### src/rtl/psl_pkg.sv
// Shared constants, codes and handshake structs of the paced serial loopback.
package psl_pkg;

  localparam int FIFO_DEPTH = 32;
  localparam int PTR_W      = $clog2(FIFO_DEPTH);
  localparam int CNT_W      = $clog2(FIFO_DEPTH + 1);

  localparam int MAX_OUT    = 32;
  localparam int OUT_CNT_W  = $clog2(MAX_OUT + 1);
  localparam int SUM_W      = (CNT_W > OUT_CNT_W) ? CNT_W : OUT_CNT_W;

  localparam int RES_W      = 17;
  localparam logic [RES_W-1:0] RES_MAX = {RES_W{1'b1}};

  localparam int CFG_IDX_W  = 3;
  localparam int CFG_DATA_W = 16;

  // Register indexes
  localparam logic [CFG_IDX_W-1:0] REG_TX_EN   = 3'd0;
  localparam logic [CFG_IDX_W-1:0] REG_RX_EN   = 3'd1;
  localparam logic [CFG_IDX_W-1:0] REG_BPT     = 3'd2;
  localparam logic [CFG_IDX_W-1:0] REG_RES_INC = 3'd3;
  localparam logic [CFG_IDX_W-1:0] REG_RES_DIV = 3'd4;

  localparam logic [15:0] RES_INC_RST = 16'd9600;
  localparam logic [15:0] RES_DIV_RST = 16'd10000;

  // Function codes
  localparam logic [1:0] FUNC_WRITE  = 2'd0;
  localparam logic [1:0] FUNC_TICK   = 2'd1;
  localparam logic [1:0] FUNC_INJECT = 2'd2;
  localparam logic [1:0] FUNC_BREAK  = 2'd3;

  // Pending error bits
  localparam int ERR_FRAME   = 0;
  localparam int ERR_PARITY  = 1;
  localparam int ERR_OVERRUN = 2;
  localparam int ERR_BREAK   = 3;

  // Received-byte flag codes
  localparam logic [1:0] FLAG_NONE   = 2'd0;
  localparam logic [1:0] FLAG_BREAK  = 2'd1;
  localparam logic [1:0] FLAG_FRAME  = 2'd2;
  localparam logic [1:0] FLAG_PARITY = 2'd3;

  localparam logic KIND_BYTE    = 1'b0;
  localparam logic KIND_REFUSED = 1'b1;

  typedef struct packed {
    logic accept;   // input word taken this cycle
    logic calc;     // settle residual, byte count and flags of a tick
    logic pop;      // read one byte from the FIFO
  } psl_cmd_t;

  typedef struct packed {
    logic tick_go;    // incoming word is a tick with transmit enabled
    logic send_none;  // tick sends no byte
    logic send_last;  // current pop is the last of the burst
  } psl_sts_t;

endpackage

### src/rtl/paced_serial_loopback.sv
// Top level of the paced serial loopback: controller plus datapath.
//
// Usage:
//   Command channel: drive in_func and its fields with start; a word is
//   taken at a rising edge with start high and busy low. Write, inject and
//   break words finish at that edge. A tick with transmit enabled holds busy
//   through the calc state, which settles the residual accumulator, byte
//   count and error flags, then, if the burst is not empty, the send state,
//   which reads one FIFO byte per cycle via the single FIFO RAM read port.
//   Results: out_valid strobes one cycle per result, in the cycle after the
//   byte is read (or after a refused write is accepted); out_last marks the
//   final result of a word. Results of one tick come on consecutive cycles.
//   The receiver cannot stall; it must take every strobe.
//   With receive disabled the burst still drains the FIFO but strobes nothing.
//   Configuration: cfg_valid/cfg_ready write channel, cfg_index selects the
//   register; cfg_ready is high whenever the block is not busy.
//   Reset (rst_n low, synchronous) empties the FIFO, clears the residual and
//   pending flags and loads the register defaults. No clearing pass is needed.
module paced_serial_loopback (
  input  logic                           clk,
  input  logic                           rst_n,
  input  logic                           start,
  output logic                           busy,
  input  logic [1:0]                     in_func,
  input  logic [7:0]                     in_data_byte,
  input  logic [2:0]                     in_error_mask,
  input  logic                           in_break_on,
  output logic                           out_valid,
  output logic                           out_kind,
  output logic [7:0]                     out_rx_byte,
  output logic [1:0]                     out_rx_flag,
  output logic                           out_overrun,
  output logic                           out_last,
  input  logic                           cfg_valid,
  output logic                           cfg_ready,
  input  logic [psl_pkg::CFG_IDX_W-1:0]  cfg_index,
  input  logic [psl_pkg::CFG_DATA_W-1:0] cfg_data
);
  import psl_pkg::*;

  psl_cmd_t cmd;
  psl_sts_t sts;
  logic     cfg_we;

  // Take register writes only between words
  assign cfg_ready = ~busy;
  assign cfg_we    = cfg_valid & cfg_ready;

  psl_ctrl u_ctrl (
    .clk   (clk),
    .rst_n (rst_n),
    .start (start),
    .sts   (sts),
    .cmd   (cmd),
    .busy  (busy)
  );

  psl_dp u_dp (
    .clk           (clk),
    .rst_n         (rst_n),
    .cmd           (cmd),
    .sts           (sts),
    .in_func       (in_func),
    .in_data_byte  (in_data_byte),
    .in_error_mask (in_error_mask),
    .in_break_on   (in_break_on),
    .cfg_we        (cfg_we),
    .cfg_index     (cfg_index),
    .cfg_data      (cfg_data),
    .out_valid     (out_valid),
    .out_kind      (out_kind),
    .out_rx_byte   (out_rx_byte),
    .out_rx_flag   (out_rx_flag),
    .out_overrun   (out_overrun),
    .out_last      (out_last)
  );

endmodule

### src/rtl/psl_ram.sv
// Generic single-write, single-read RAM with registered read data.
module psl_ram #(
  parameter int WIDTH = 8,
  parameter int DEPTH = 32
) (
  input  logic                     clk,
  input  logic                     we,
  input  logic [$clog2(DEPTH)-1:0] waddr,
  input  logic [WIDTH-1:0]         wdata,
  input  logic [$clog2(DEPTH)-1:0] raddr,
  output logic [WIDTH-1:0]         rdata
);

  logic [WIDTH-1:0] mem [DEPTH];

  always_ff @(posedge clk) begin
    if (we) begin
      mem[waddr] <= wdata;
    end
    rdata <= mem[raddr];
  end

endmodule

### src/rtl/psl_ctrl.sv
// Controller state machine of the paced serial loopback.
module psl_ctrl (
  input  logic              clk,
  input  logic              rst_n,
  input  logic              start,
  input  psl_pkg::psl_sts_t sts,
  output psl_pkg::psl_cmd_t cmd,
  output logic              busy
);
  import psl_pkg::*;

  localparam logic [1:0] ST_IDLE = 2'd0;
  localparam logic [1:0] ST_CALC = 2'd1;
  localparam logic [1:0] ST_SEND = 2'd2;

  logic [1:0] state_r;
  logic [1:0] state_nxt;

  always_ff @(posedge clk) begin
    if (!rst_n) begin
      state_r <= ST_IDLE;
    end else begin
      state_r <= state_nxt;
    end
  end

  always_comb begin
    state_nxt = state_r;
    cmd       = '0;
    case (state_r)
      ST_IDLE: begin
        if (start) begin
          cmd.accept = 1'b1;
          if (sts.tick_go) begin
            state_nxt = ST_CALC;
          end
        end
      end
      ST_CALC: begin
        cmd.calc = 1'b1;
        state_nxt = sts.send_none ? ST_IDLE : ST_SEND;
      end
      ST_SEND: begin
        cmd.pop = 1'b1;
        if (sts.send_last) begin
          state_nxt = ST_IDLE;
        end
      end
      default: begin
        state_nxt = ST_IDLE;
      end
    endcase
  end

  assign busy = (state_r != ST_IDLE);

endmodule

### src/rtl/psl_dp.sv
// Datapath: FIFO, rate accumulator, error flags, registers and result outputs.
module psl_dp (
  input  logic                             clk,
  input  logic                             rst_n,
  input  psl_pkg::psl_cmd_t                cmd,
  output psl_pkg::psl_sts_t                sts,
  input  logic [1:0]                       in_func,
  input  logic [7:0]                       in_data_byte,
  input  logic [2:0]                       in_error_mask,
  input  logic                             in_break_on,
  input  logic                             cfg_we,
  input  logic [psl_pkg::CFG_IDX_W-1:0]    cfg_index,
  input  logic [psl_pkg::CFG_DATA_W-1:0]   cfg_data,
  output logic                             out_valid,
  output logic                             out_kind,
  output logic [7:0]                       out_rx_byte,
  output logic [1:0]                       out_rx_flag,
  output logic                             out_overrun,
  output logic                             out_last
);
  import psl_pkg::*;

  // Configuration
  logic        tx_en_r;
  logic        rx_en_r;
  logic [5:0]  bpt_r;
  logic [15:0] res_inc_r;
  logic [15:0] res_div_r;

  // State
  logic [PTR_W-1:0]     head_r, head_nxt;
  logic [PTR_W-1:0]     tail_r, tail_nxt;
  logic [CNT_W-1:0]     count_r, count_nxt;
  logic [RES_W-1:0]     res_r, res_nxt;
  logic [3:0]           pend_r, pend_nxt;
  logic                 brk_rep_r, brk_rep_nxt;
  logic [OUT_CNT_W-1:0] remain_r, remain_nxt;
  logic                 first_r, first_nxt;
  logic [1:0]           flag_r, flag_nxt;
  logic                 ovr_r, ovr_nxt;

  // Result registers
  logic       out_valid_r, out_valid_nxt;
  logic       out_kind_r, out_kind_nxt;
  logic [1:0] out_flag_r, out_flag_nxt;
  logic       out_ovr_r, out_ovr_nxt;
  logic       out_last_r, out_last_nxt;

  logic             ram_we;
  logic [7:0]       ram_rdata;
  logic             fifo_full;
  logic [RES_W:0]   res_sum;
  logic             res_ge;
  logic [SUM_W-1:0] quota_w, count_w, n1_w, n_w;
  logic             extra;

  function automatic logic [PTR_W-1:0] ptr_inc(input logic [PTR_W-1:0] p);
    ptr_inc = (p == PTR_W'(FIFO_DEPTH - 1)) ? '0 : p + 1'b1;
  endfunction

  psl_ram #(.WIDTH(8), .DEPTH(FIFO_DEPTH)) u_fifo_ram (
    .clk   (clk),
    .we    (ram_we),
    .waddr (head_r),
    .wdata (in_data_byte),
    .raddr (tail_r),
    .rdata (ram_rdata)
  );

  always_ff @(posedge clk) begin
    if (!rst_n) begin
      tx_en_r   <= 1'b0;
      rx_en_r   <= 1'b1;
      bpt_r     <= '0;
      res_inc_r <= RES_INC_RST;
      res_div_r <= RES_DIV_RST;
    end else if (cfg_we) begin
      case (cfg_index)
        REG_TX_EN:   tx_en_r   <= cfg_data[0];
        REG_RX_EN:   rx_en_r   <= cfg_data[0];
        REG_BPT:     bpt_r     <= cfg_data[5:0];
        REG_RES_INC: res_inc_r <= cfg_data;
        REG_RES_DIV: res_div_r <= cfg_data;
        default: begin
        end
      endcase
    end
  end

  assign fifo_full = (count_r >= CNT_W'(FIFO_DEPTH));
  assign res_sum   = {1'b0, res_r} + (RES_W + 1)'(res_inc_r);
  assign res_ge    = (res_r >= RES_W'(res_div_r));

  // Burst size of a tick: clipped quota, then one residual byte if any is left
  assign quota_w = (SUM_W'(bpt_r) > SUM_W'(MAX_OUT - 1)) ? SUM_W'(MAX_OUT - 1)
                                                         : SUM_W'(bpt_r);
  assign count_w = SUM_W'(count_r);
  assign n1_w    = (count_w < quota_w) ? count_w : quota_w;
  assign extra   = res_ge && (count_w > n1_w);
  assign n_w     = n1_w + SUM_W'(extra);

  assign sts.tick_go   = (in_func == FUNC_TICK) && tx_en_r;
  assign sts.send_none = (n_w == '0);
  assign sts.send_last = (remain_r == OUT_CNT_W'(1));

  always_comb begin
    head_nxt      = head_r;
    tail_nxt      = tail_r;
    count_nxt     = count_r;
    res_nxt       = res_r;
    pend_nxt      = pend_r;
    brk_rep_nxt   = brk_rep_r;
    remain_nxt    = remain_r;
    first_nxt     = first_r;
    flag_nxt      = flag_r;
    ovr_nxt       = ovr_r;
    ram_we        = 1'b0;
    out_valid_nxt = 1'b0;
    out_kind_nxt  = KIND_BYTE;
    out_flag_nxt  = FLAG_NONE;
    out_ovr_nxt   = 1'b0;
    out_last_nxt  = 1'b0;

    if (cmd.accept) begin
      case (in_func)
        FUNC_WRITE: begin
          if (fifo_full) begin
            out_valid_nxt = 1'b1;
            out_kind_nxt  = KIND_REFUSED;
            out_last_nxt  = 1'b1;
          end else begin
            ram_we    = 1'b1;
            head_nxt  = ptr_inc(head_r);
            count_nxt = count_r + 1'b1;
          end
        end
        FUNC_TICK: begin
          if (tx_en_r) begin
            res_nxt = res_sum[RES_W] ? RES_MAX : res_sum[RES_W-1:0];
          end
        end
        FUNC_INJECT: begin
          pend_nxt = pend_r | {1'b0, in_error_mask};
        end
        FUNC_BREAK: begin
          if (in_break_on) begin
            pend_nxt[ERR_BREAK] = 1'b1;
          end else if (pend_r[ERR_BREAK]) begin
            pend_nxt[ERR_BREAK] = 1'b0;
            brk_rep_nxt         = 1'b0;
          end
        end
        default: begin
        end
      endcase
    end

    if (cmd.calc) begin
      if (res_ge) begin
        res_nxt = res_r - RES_W'(res_div_r);
      end
      remain_nxt = n_w[OUT_CNT_W-1:0];
      first_nxt  = 1'b1;
      // Consume pending flags: overrun always; break once, then frame, then parity
      ovr_nxt               = pend_r[ERR_OVERRUN];
      pend_nxt[ERR_OVERRUN] = 1'b0;
      if (pend_r[ERR_BREAK] && !brk_rep_r) begin
        brk_rep_nxt = 1'b1;
        flag_nxt    = FLAG_BREAK;
      end else if (pend_r[ERR_FRAME]) begin
        pend_nxt[ERR_FRAME] = 1'b0;
        flag_nxt            = FLAG_FRAME;
      end else if (pend_r[ERR_PARITY]) begin
        pend_nxt[ERR_PARITY] = 1'b0;
        flag_nxt             = FLAG_PARITY;
      end else begin
        flag_nxt = FLAG_NONE;
      end
    end

    if (cmd.pop) begin
      tail_nxt      = ptr_inc(tail_r);
      count_nxt     = count_r - 1'b1;
      remain_nxt    = remain_r - 1'b1;
      first_nxt     = 1'b0;
      out_valid_nxt = rx_en_r;
      out_kind_nxt  = KIND_BYTE;
      out_flag_nxt  = first_r ? flag_r : FLAG_NONE;
      out_ovr_nxt   = first_r ? ovr_r : 1'b0;
      out_last_nxt  = sts.send_last;
    end
  end

  always_ff @(posedge clk) begin
    if (!rst_n) begin
      head_r      <= '0;
      tail_r      <= '0;
      count_r     <= '0;
      res_r       <= '0;
      pend_r      <= '0;
      brk_rep_r   <= 1'b0;
      remain_r    <= '0;
      out_valid_r <= 1'b0;
    end else begin
      head_r      <= head_nxt;
      tail_r      <= tail_nxt;
      count_r     <= count_nxt;
      res_r       <= res_nxt;
      pend_r      <= pend_nxt;
      brk_rep_r   <= brk_rep_nxt;
      remain_r    <= remain_nxt;
      out_valid_r <= out_valid_nxt;
    end
  end

  always_ff @(posedge clk) begin
    first_r    <= first_nxt;
    flag_r     <= flag_nxt;
    ovr_r      <= ovr_nxt;
    out_kind_r <= out_kind_nxt;
    out_flag_r <= out_flag_nxt;
    out_ovr_r  <= out_ovr_nxt;
    out_last_r <= out_last_nxt;
  end

  assign out_valid   = out_valid_r;
  assign out_kind    = out_kind_r;
  assign out_rx_byte = (out_kind_r == KIND_REFUSED) ? 8'h00 : ram_rdata;
  assign out_rx_flag = out_flag_r;
  assign out_overrun = out_ovr_r;
  assign out_last    = out_last_r;

endmodule

### config.mk
export PLATFORM = sky130hd
export DESIGN_NAME = paced_serial_loopback
export DESIGN_NICKNAME = d
export VERILOG_FILES = /design/src/rtl/psl_pkg.sv /design/src/rtl/paced_serial_loopback.sv /design/src/rtl/psl_ram.sv /design/src/rtl/psl_ctrl.sv /design/src/rtl/psl_dp.sv
export SDC_FILE = /design/constraint.sdc
export NUM_CORES = 1
export LEC_CHECK = 0
export ABC_CLOCK_PERIOD_IN_PS = 6700
export BUFFER_PORTS_ARGS = -buffer_cell sky130_fd_sc_hd__buf_2
export CAP_MARGIN = 20
export CORE_MARGIN = 2
export CORE_UTILIZATION = 40
export CTS_CLUSTER_DIAMETER = 40
export CTS_CLUSTER_SIZE = 12
export DETAILED_ROUTE_END_ITERATION = 10
export HOLD_SLACK_MARGIN = 0.15
export PLACE_DENSITY = 0.58
export SYNTH_ARGS = -nofsm -noshare
export SYNTH_HDL_FRONTEND = slang
export SYNTH_SLANG_ARGS = --single-unit
### constraint.sdc
create_clock -name clk -period 6.7 [get_ports clk]
set_clock_uncertainty 0.05 [all_clocks]
set_input_delay 0.67 -clock clk [delete_from_list [all_inputs] [get_ports clk]]
set_output_delay 0.67 -clock clk [all_outputs]
set_load 0.005 [all_outputs]
* Word level (Yosys, flattened, before mapping) *
Memory sizes are Yosys's and may differ from the RTL's. A register that Yosys moved wholly into a read port is not among the register bits.
Index checks and enable logic that the tools add are counted.

operators by class
  bitwise gates (word level) = 5
  magnitude comparators = 5
  reduce and logical (&&, ||, !) cells = 25
  muxes and demuxes = 53
  add/subtract/negate cells = 8
  eq/ne operators = 16

operator list
  kind                   count
  $mux W17               6
  $mux W6                8
  $mux W1                24
  $mux W2                10
  $add A17 B16 Y18       1
  $ge A17 B16 Y1         1
  $sub A17 B16 Y17       1
  $reduce_and A2 Y1      8
  $sub A6 B1 Y6 const B  2
  $add A5 B1 Y5 const B  2
  $eq A5 B5 Y1 const B   2
  $mux W5                2
  $reduce_bool A2 Y1     5
  $reduce_and A3 Y1      3
  $mux W8                1
  $ne A2 B2 Y1 const B   4
  $add A6 B1 Y6          1
  $add A6 B1 Y6 const B  1
  $eq A2 B2 Y1 const B   3
  $eq A3 B2 Y1 const B   2
  $eq A6 B1 Y1 const B   1
  $ge A6 B6 Y1 const B   1
  $gt A6 B5 Y1 const B   1
  $gt A6 B6 Y1           1
  15 further kinds       21

word-level totals
  flip-flop bits (word level) = 96
  logic and storage cells = 136
  bits of input ports = 37
  bits in writable memories = 256
  memories = 1

memories
  memory               words  width  rd ports  clocked after Yosys merged registers in  write ports  RTL line       RTL
  u_dp.u_fifo_ram.mem  32     8      1         1                                        1            psl_ram.sv:14  logic [WIDTH-1:0] mem [DEPTH];

* Longest topological paths before layout *
Gate-level depths: netlist of run 1.

  word-level depth = 10
  depth in mapped cells = 25
  mapped depth without buffers = 23

* By module *
A second synthesis of run 1 with hierarchy kept.

unflattened totals
  cell total of the unflattened synthesis = 1178
  area total of the unflattened synthesis = 16194.3 um^2

modules (own cells, without submodules)
  module                 instances  cells each  area each (um^2)
  psl_ram                1          417         10053.4
  psl_dp                 1          749         6033.3
  psl_ctrl               1          10          97.6
  paced_serial_loopback  1          2           10.0

* Least setup slack after synthesis of run 1 *
Ideal clock, no wire load.

  kind = reg2reg
  start = register u_dp.bpt_r[5]
  end = register u_dp.remain_r[5]
  data arrival time = 4.482 ns
  required time = 6.533 ns
  library setup time = 0.117 ns
  setup slack = 2.051 ns
  stages on the path, launching flop included = 25
  cells stage by stage = dfxtp_1 > clkbuf_1 > or2_2 > inv_1 > ha_1 > maj3_2 > a21o_1 > a211o_1 > mux2i_2 > ha_1 > nand2b_1 > maj3_1 > nor2_1 > a21oi_1 > o21ai_1 > a221oi_1 > a311oi_1 > ha_1 > and3_1 > clkbuf_1 > nand3_1 > xnor2_1 > mux2_1 > a21oi_1 > o21ai_1

on the way
  longest elaborated chain between the ends = 9

RTL lines
  item                    RTL line       RTL
  start, declared         psl_dp.sv:26   logic [5:0] bpt_r;
  start signal, assigned  psl_dp.sv:81   REG_BPT: bpt_r <= cfg_data[5:0];
  $gt A6 B5 Y1            psl_dp.sv:95   assign quota_w = (SUM_W'(bpt_r) > SUM_W'(MAX_OUT - 1)) ? SUM_W'(MAX_OUT - 1)
  $mux W6 (*)             psl_dp.sv:95
  $lt A6 B6 Y1            psl_dp.sv:98   assign n1_w = (count_w < quota_w) ? count_w : quota_w;
  $mux W6 (*)             psl_dp.sv:98
  $gt A6 B6 Y1            psl_dp.sv:99   assign extra = res_ge && (count_w > n1_w);
  $logic_and A1 B1 Y1     psl_dp.sv:99
  $add A6 B1 Y6 (*)       psl_dp.sv:100  assign n_w = n1_w + SUM_W'(extra);
  $mux W6 (*)             psl_dp.sv:158  if (cmd.calc) begin
  $mux W6 (*)             psl_dp.sv:181  if (cmd.pop) begin
  end signal, assigned    psl_dp.sv:211  remain_r <= remain_nxt;
  end, declared           psl_dp.sv:37   logic [OUT_CNT_W-1:0] remain_r, remain_nxt;

Every way passes the cells marked *; elsewhere a longest branch is shown, timed or not. The select of a mux whose other input is x is not followed.
A chain may end at the register's enable or synchronous reset.

* Worst setup path in the final report of run 1 *
  start = register u_dp.bpt_r[5]
  end = register u_ctrl.state_r[1]

on the way
  longest elaborated chain between the ends = 10

RTL lines
  item                  RTL line        RTL
  $gt A6 B5 Y1          psl_dp.sv:95
  $mux W6 (*)           psl_dp.sv:95
  $lt A6 B6 Y1          psl_dp.sv:98
  $mux W6 (*)           psl_dp.sv:98
  $gt A6 B6 Y1          psl_dp.sv:99
  $logic_and A1 B1 Y1   psl_dp.sv:99
  $add A6 B1 Y6 (*)     psl_dp.sv:100
  $logic_not A6 Y1 (*)  psl_dp.sv:103   assign sts.send_none = (n_w == '0);
  $mux W2 (*)           psl_ctrl.sv:41  state_nxt = sts.send_none ? ST_IDLE : ST_SEND;
  $pmux W2 S3 (*)       psl_ctrl.sv:30  case (state_r)
  end signal, assigned  psl_ctrl.sv:23  state_r <= state_nxt;
  end, declared         psl_ctrl.sv:16  logic [1:0] state_r;

Every way passes the cells marked *; elsewhere a longest branch is shown, timed or not.

==> results of run 1 <==
## critical path, cell delays in order, from the launching register on
cell	delay, ns
dfxtp_1	0.60
or2_2	0.23
inv_1	0.05
ha_1	0.19
maj3_2	0.30
a21o_1	0.18
a211o_1	0.49
mux2i_2	0.30
ha_1	0.24
nand2b_1	0.07
maj3_1	0.34
nor2_1	0.10
a21oi_1	0.06
o21ai_1	0.15
a221oi_1	0.10
a311oi_1	0.30
ha_1	0.26
ha_1	0.30
a22oi_1	0.16
nor3_1	0.21
mux2i_1	0.10
o31ai_1	0.29
o311ai_1	0.14
## stage by stage
step           cells  area (um2)  setup WS, ns  power, mW  utilization
3_5_place_dp    1742       17000          1.43       2.60        0.425
6_report        1835       18700          1.36       5.22        0.468
4_1_cts         1835       18700          1.41       5.28        0.468
3_3_place_gp    1742       17000          1.51       2.59        0.425
5_1_grt         1835       18700         0.943       5.38        0.468
2_1_floorplan   1216       16300          2.05       2.53            -
## final cells by class
cell class	count	area [um2]
repair buffers	60	320
well taps	525	657
inverters	49	184
clock inverters	34	390
clock buffers	59	1330
flip-flops and latches	360	9800
multi-input cells	748	6050
fillers	3562	21300
## flip-flops by register name, summed over array words and instances (netlist names), 6 cells and up
signal and flops:
u_dp.u_fifo_ram.mem 256, u_dp.res_r 17, u_dp.res_div_r 16, u_dp.res_inc_r 16, u_dp.u_fifo_ram.rdata 8, u_dp.bpt_r 6
u_dp.count_r 6, u_dp.remain_r 6
## kinds of logic (layout without fill, tap and decap cells)
kind of cell	Yosys count	after routing	synth area share
and+or+nand+nor	328	328	0.0932
buffers and inverters	108	202	0.0280
xor gates and xnor gates	31	31	0.0167
muxes	105	105	0.127
DFF	360	360	0.601
adders and majority gates	62	62	0.0487
other	1	1	0.000230
AOI/OAI and AO/OA	221	221	0.0854
## synthesized netlist by cell type (7+ instances only)
master and number:
clkbuf_1 40, a211oi_1 8, mux2i_1 15, nor3_1 18, nand3_1 30, o21ai_0 31
a21oi_1 79, mux4_2 80, dfxtp_1 101, mux2_2 8, inv_1 49, nand2_1 105
edfxtp_1 259, xnor2_1 16, a21o_1 11, nor2_1 99, buf_1 8, xor2_1 15
and3_1 14, nor2b_1 16, or3_1 7, ha_1 57, o211ai_1 7, nand4_1 7
o22ai_1 26
## report_power, final
| part | leakage [nW] | internal [mW] | total (mW) | switching (mW) |
|---|---|---|---|---|
| Combinational | 2.47 | 0.0475 | 0.146 | 0.0982 |
| Clock | 0.829 | 1.64 | 2.67 | 1.03 |
| Sequential | 3.15 | 2.40 | 2.41 | 0.00806 |
| Total | 6.45 | 4.08 | 5.22 | 1.14 |
## how the worst max path moves through the flow
stage                             end  slack, ns  cells after the start
floorplan            u_dp.remain_r[5]       2.05                     24
CTS                 u_ctrl.state_r[1]       1.41                     22
finish              u_ctrl.state_r[1]       1.36                     22
global placement    u_ctrl.state_r[1]       1.51                     22
global route        u_ctrl.state_r[1]       0.94                     22
detailed placement  u_ctrl.state_r[1]       1.43                     22
## routing by layer
| layer | up-vias | part of all wire |
|---|---|---|
| met5 | - | 0 |
| met4 | 0 | 0.023 |
| met3 | 55 | 0.051 |
| met2 | 232 | 0.48 |
| met1 | 4961 | 0.45 |
| li1 | 4742 | - |
==> impl_metrics.csv, run 1 <==
group,metric,value,unit
finish,layout_commonest_cell,"edfxtp_1",
logic_synthesis,synth.avg_cell_area,13.4,um2
logic_synthesis,syn_inst,1216,
floorplan,die-area,42400,um2
sta,fin_crit_sh,0.797,
global_route,grt_pass1_vias,9936,
setup_path,cp-startpoint,"u_dp.bpt_r[5]",
hold_path,min_path_cells,3,
global_route,grt_max_degree,58,
global_route,grt_pass1_wl,58.0,mm
finish,area_growth_syn_to_layout,14.9,%
routing,drt-initial-drc-count,923,
global_route,antenna_found_initial,0,
finish,layout_common_cells,"edfxtp_1 (259), nand2_1 (105), nor2_1 (99), dfxtp_1 (99), mux4_2 (80)",
floorplan,start_util,0.408,
global_route,busiest_layer,"met2",
global_route,grt_use_met3,0.0337,
floorplan,io_pins,53,
run_status,status,"finished clean",
floorplan,die_w,206,um
routing,wl_per_cell,20.5,um
logic_synthesis,ys.flop_type,"edfxtp_1",
hold_path,hold_end,"u_dp.res_inc_r[8]",
sta,worst_pin_slew,0.915,ns
floorplan,rows,73,
setup_path,worstSetupPathType,"reg -> reg",
finish,final_layout_size_suffix_gt1_frac,0.189,
power,ir_drop,0.251,mV
global_route,track_usage,0.182,
logic_synthesis,synth_fp_nets,1313,
sta,rsz0062_at_grt,"no",
hold_path,min_path_type,"in -> reg",
sta,slew_headroom,0.389,
routing,firstDrtPassIters,5,
routing,vias,9990,
sta,final_hold_viol_count,0,
setup_path,cp-end-kind,"flop",
logic_synthesis,synthArstFlopShare,0,
logic_synthesis,ys_warn_count,0,
logic_synthesis,syn_area,16300,um2
global_route,grt_use_met2,0.299,
cts,cts_buffer_depth,3,
global_route,grt-ovfl-total,0,
setup_path,critPathRequiredTime,7.09,ns
logic_synthesis,synth_top_area_share,0.477,
routing,post-route-drc-count,0,
cts,clockRootBuffer,"clkbuf_16",
logic_synthesis,synth.area.top_cells,"edfxtp_1 (48%), dfxtp_1 (12%), mux4_2 (11%)",
cts,cts_hold_buf,0,
setup_path,reg2reg_slack,1.36,ns
routing,wl,37.6,mm
hold_path,hp-start,"cfg_data[8]",
logic_synthesis,synth.largest_area_cell,"edfxtp_1",
logic_synthesis,ys_seq_area_frac,0.601,
finish,layout.nets,1367,
setup_path,cp.arrival,5.74,ns
job,cap_violations,0,
floorplan,die_h,206,um
power,power-per-cell-area,279,nW/um2
cts,cts_buffers,51,
setup_path,path_max_fanout,13,
cts,cts_num_sinks,360,
cts,clk_pin_slew,0.06,ns
placed_design,gp_congestion,0.843,
power,p_leak,6.45,nW
floorplan,core_area,40000,um2
cts,ctsResizeCount,0,
sta,fin_tns_setup,0,ns
cts,cts_tree,"done",
setup_path,start_kind,"flop",
cts,cts.htree.levels,2,
setup_path,r2r-start,"u_dp.bpt_r[5]",
placed_design,portBuffers,52,
cts,clock_latency,0.59,ns
global_route,gr-usage-met1,0.245,
placed_design,dp_hpwl,24.3,mm
logic_synthesis,synth_cell_types,75,
finish,diodes,0,
logic_synthesis,synth_edf_count,259,
sta,holdWs,0.268,ns
sta,setup_violations,0,
cts,post_cts_buffers,0,
sta,fmax,187,MHz
routing,routed_via_density,5.44,
routing,ant_nets,0,
setup_path,r2r-end,"u_ctrl.state_r[1]",
sta,fin_crit,5.34,ns
logic_synthesis,synth_seq_cells,360,
setup_path,r2r_cells,22,
sta,maxSlewViolCount,0,
Note: power is estimated with default switching activity, not from simulation.
==> run 2: changes to the inputs <==
- ABC_CLOCK_PERIOD_IN_PS: 6700 -> 5300
- clock period: 6.7 -> 5.3 ns (I/O delays scaled with it)
==> run 2 against run 1 <==
  * Setup slack worse by 0.90 ns
  * Sequential power up 26%
  * Critical path depth unchanged
  * Sequential cell count unchanged
  * Die area unchanged
  * Global-route usage about the same
  * Maximum frequency up 10%
  * Total power up 26%
==> impl_metrics.csv, run 2 (synthesized netlist as in run 1, its figures left out) <==
group,metric,value,unit
run_status,status,"finished clean",
routing,wl_per_cell,20.3,um
power,pwr-share-comb,0.029,
placed_design,portBuffers,52,
routing,firstDrtPassIters,5,
sta,fin_ws,0.462,ns
finish,fillers,3532,
hold_path,hp-start,"cfg_data[3]",
global_route,track_usage,0.182,
routing,vias,10100,
setup_path,r2r_cells,22,
cts,clk_pin_slew,0.05,ns
finish,final_area,18800,um2
finish,area_growth_syn_to_layout,15.5,%
cts,cts_buffer_depth,3,
finish,layout_commonest_cell,"edfxtp_1",
sta,worst_pin_slew,1.08,ns
sta,slew_headroom,0.277,
cts,cts_num_sinks,360,
sta,final_hold_viol_count,0,
setup_path,cp-end-kind,"flop",
job,cap_violations,0,
cts,post_cts_buffers,0,
sta,fin_tns_setup,0,ns
hold_path,min_path_cells,3,
setup_path,critPathRequiredTime,5.70,ns
finish,diodes,0,
routing,ant_nets,0,
setup_path,reg2reg_slack,0.46,ns
placed_design,gp_congestion,0.859,
power,clock_power_share,0.508,
floorplan,io_pins,53,
routing,wl,37.5,mm
power,intPower,5.11,mW
finish,utilization,0.471,
setup_path,cp-startpoint,"u_dp.bpt_r[5]",
global_route,grt_pass1_wl,58.6,mm
hold_path,hold_end,"u_dp.res_inc_r[3]",
setup_path,start_kind,"flop",
floorplan,die_h,206,um
setup_path,r2r-end,"u_ctrl.state_r[1]",
routing,drt-initial-drc-count,901,
cts,cts.htree.levels,2,
sta,fin_crit_sh,0.913,
placed_design,placed_area,17000,um2
setup_path,cp.arrival,5.24,ns
global_route,grt-ovfl-total,0,
finish,largest_register_ffs,256,
floorplan,start_util,0.408,
global_route,antenna_found_initial,0,
power,power-per-cell-area,348,nW/um2
routing,post-route-drc-count,0,
cts,clockRootBuffer,"clkbuf_16",
finish,reg_top3,"u_dp.u_fifo_ram.mem x256, u_dp.res_r x17",
setup_path,r2r-start,"u_dp.bpt_r[5]",
finish,final_layout_size_suffix_gt1_frac,0.189,
power,seqPwrFrac,0.464,
finish,layout_common_cells,"edfxtp_1 (259), nand2_1 (105), nor2_1 (99), dfxtp_1 (99), mux4_2 (80)",
global_route,grt_pass1_vias,9988,
finish,largest_register,"u_dp.u_fifo_ram.mem",
power,p_leak,6.51,nW
placed_design,dp_slack,0.401,ns
power,p_sw,1.45,mW
finish,layout.nets,1382,
floorplan,die_w,206,um
cts,cts_tree,"done",
sta,setup_violations,0,
sta,fmax,207,MHz
sta,fin_crit,4.84,ns
sta,maxSlewViolCount,0,
sta,rsz0062_at_grt,"no",
routing,routed_via_density,5.44,
global_route,grt_max_degree,68,
floorplan,core_area,40000,um2
cts,clock_latency,0.59,ns
floorplan,die-area,42400,um2
setup_path,path_max_fanout,13,
power,swShare,0.221,
hold_path,min_path_type,"in -> reg",
power,ir_drop,0.281,mV
placed_design,dp_hpwl,24.3,mm
floorplan,rows,73,
cts,cts_buffers,52,
setup_path,worstSetupPathType,"reg -> reg",
[run 2: changes by cell type in the layout (fill, tap and decap cells not counted), sizes merged]
cell	before	now
clkinvlp	5	2
clkbuf	59	57
buf	60	64
inv	56	60
bufinv	5	3
clkinv	17	19
dlygate4sd3	0	10
[run 2: metrics by stage]
stage | hold slack [ns] | power (mW) | std cells
3_3_place_gp | 0.382 | 3.28 | 1746
2_1_floorplan | 0.359 | 3.20 | 1216
6_report | 0.184 | 6.56 | 1848
5_1_grt | 0.166 | 6.77 | 1848
4_1_cts | 0.150 | 6.63 | 1848
3_5_place_dp | 0.392 | 3.28 | 1746
[run 2: worst max path at each step]
stage                        end  slack (ns)
3_3_place_gp   u_ctrl.state_r[1]        0.44
6_report       u_ctrl.state_r[1]        0.46
4_1_cts        u_ctrl.state_r[1]        0.38
3_5_place_dp   u_ctrl.state_r[1]        0.40
2_1_floorplan   u_dp.remain_r[5]        0.65
5_1_grt        u_ctrl.state_r[1]        0.03
[run 2: cell type report]
class | count | area (um2) | share of cell area
timing repair buffer | 74 | 450 | 0.0239
clock inverter | 35 | 342 | 0.0181
clock buffer | 57 | 1350 | 0.0717
inverter | 49 | 184 | 0.00976
sequential | 360 | 9800 | 0.520
multi-input combinational | 748 | 6050 | 0.321
tap | 525 | 657 | 0.0349
[run 2: routing by layer]
metal / up-vias / GRT usage / wire length, um
li1: 4772 / - / -
met1: 4969 / 0.246 / 16600
met2: 261 / 0.301 / 18000
met3: 60 / 0.0303 / 2020
met4: 0 / 0.0602 / 922
met5: - / 0 / 0
[run 2: worst max-delay path: stages, from the launching register on]
cell and delay (ns):
dfxtp_1 0.39, or2_2 0.17, inv_1 0.04, ha_1 0.19, maj3_2 0.29, a21o_1 0.18, a211o_2 0.46, mux2i_2 0.26
ha_1 0.25, nand2b_1 0.07, maj3_1 0.34, nor2_1 0.10, a21oi_1 0.06, o21ai_1 0.14, a221oi_1 0.09, a311oi_1 0.27
ha_1 0.26, ha_1 0.29, a22oi_1 0.15, nor3_1 0.20, mux2i_1 0.10, o31ai_1 0.23, o311ai_1 0.13
[run 2: what timing repair did]
item	CTS	global route
gates resized for setup	0	1
hold buffers	10	0
setup endpoints to repair	0	2
hold endpoints to repair	15	0
[run 2: power groups by stage]
stage	Clock (mW)	Combinational [mW]	Sequential (mW)
after floorplan	0	0.104	3.10
after global placement	0	0.181	3.10
after detailed placement	0	0.185	3.10
after CTS	3.40	0.191	3.04
after global routing	3.52	0.212	3.04
final	3.33	0.189	3.04
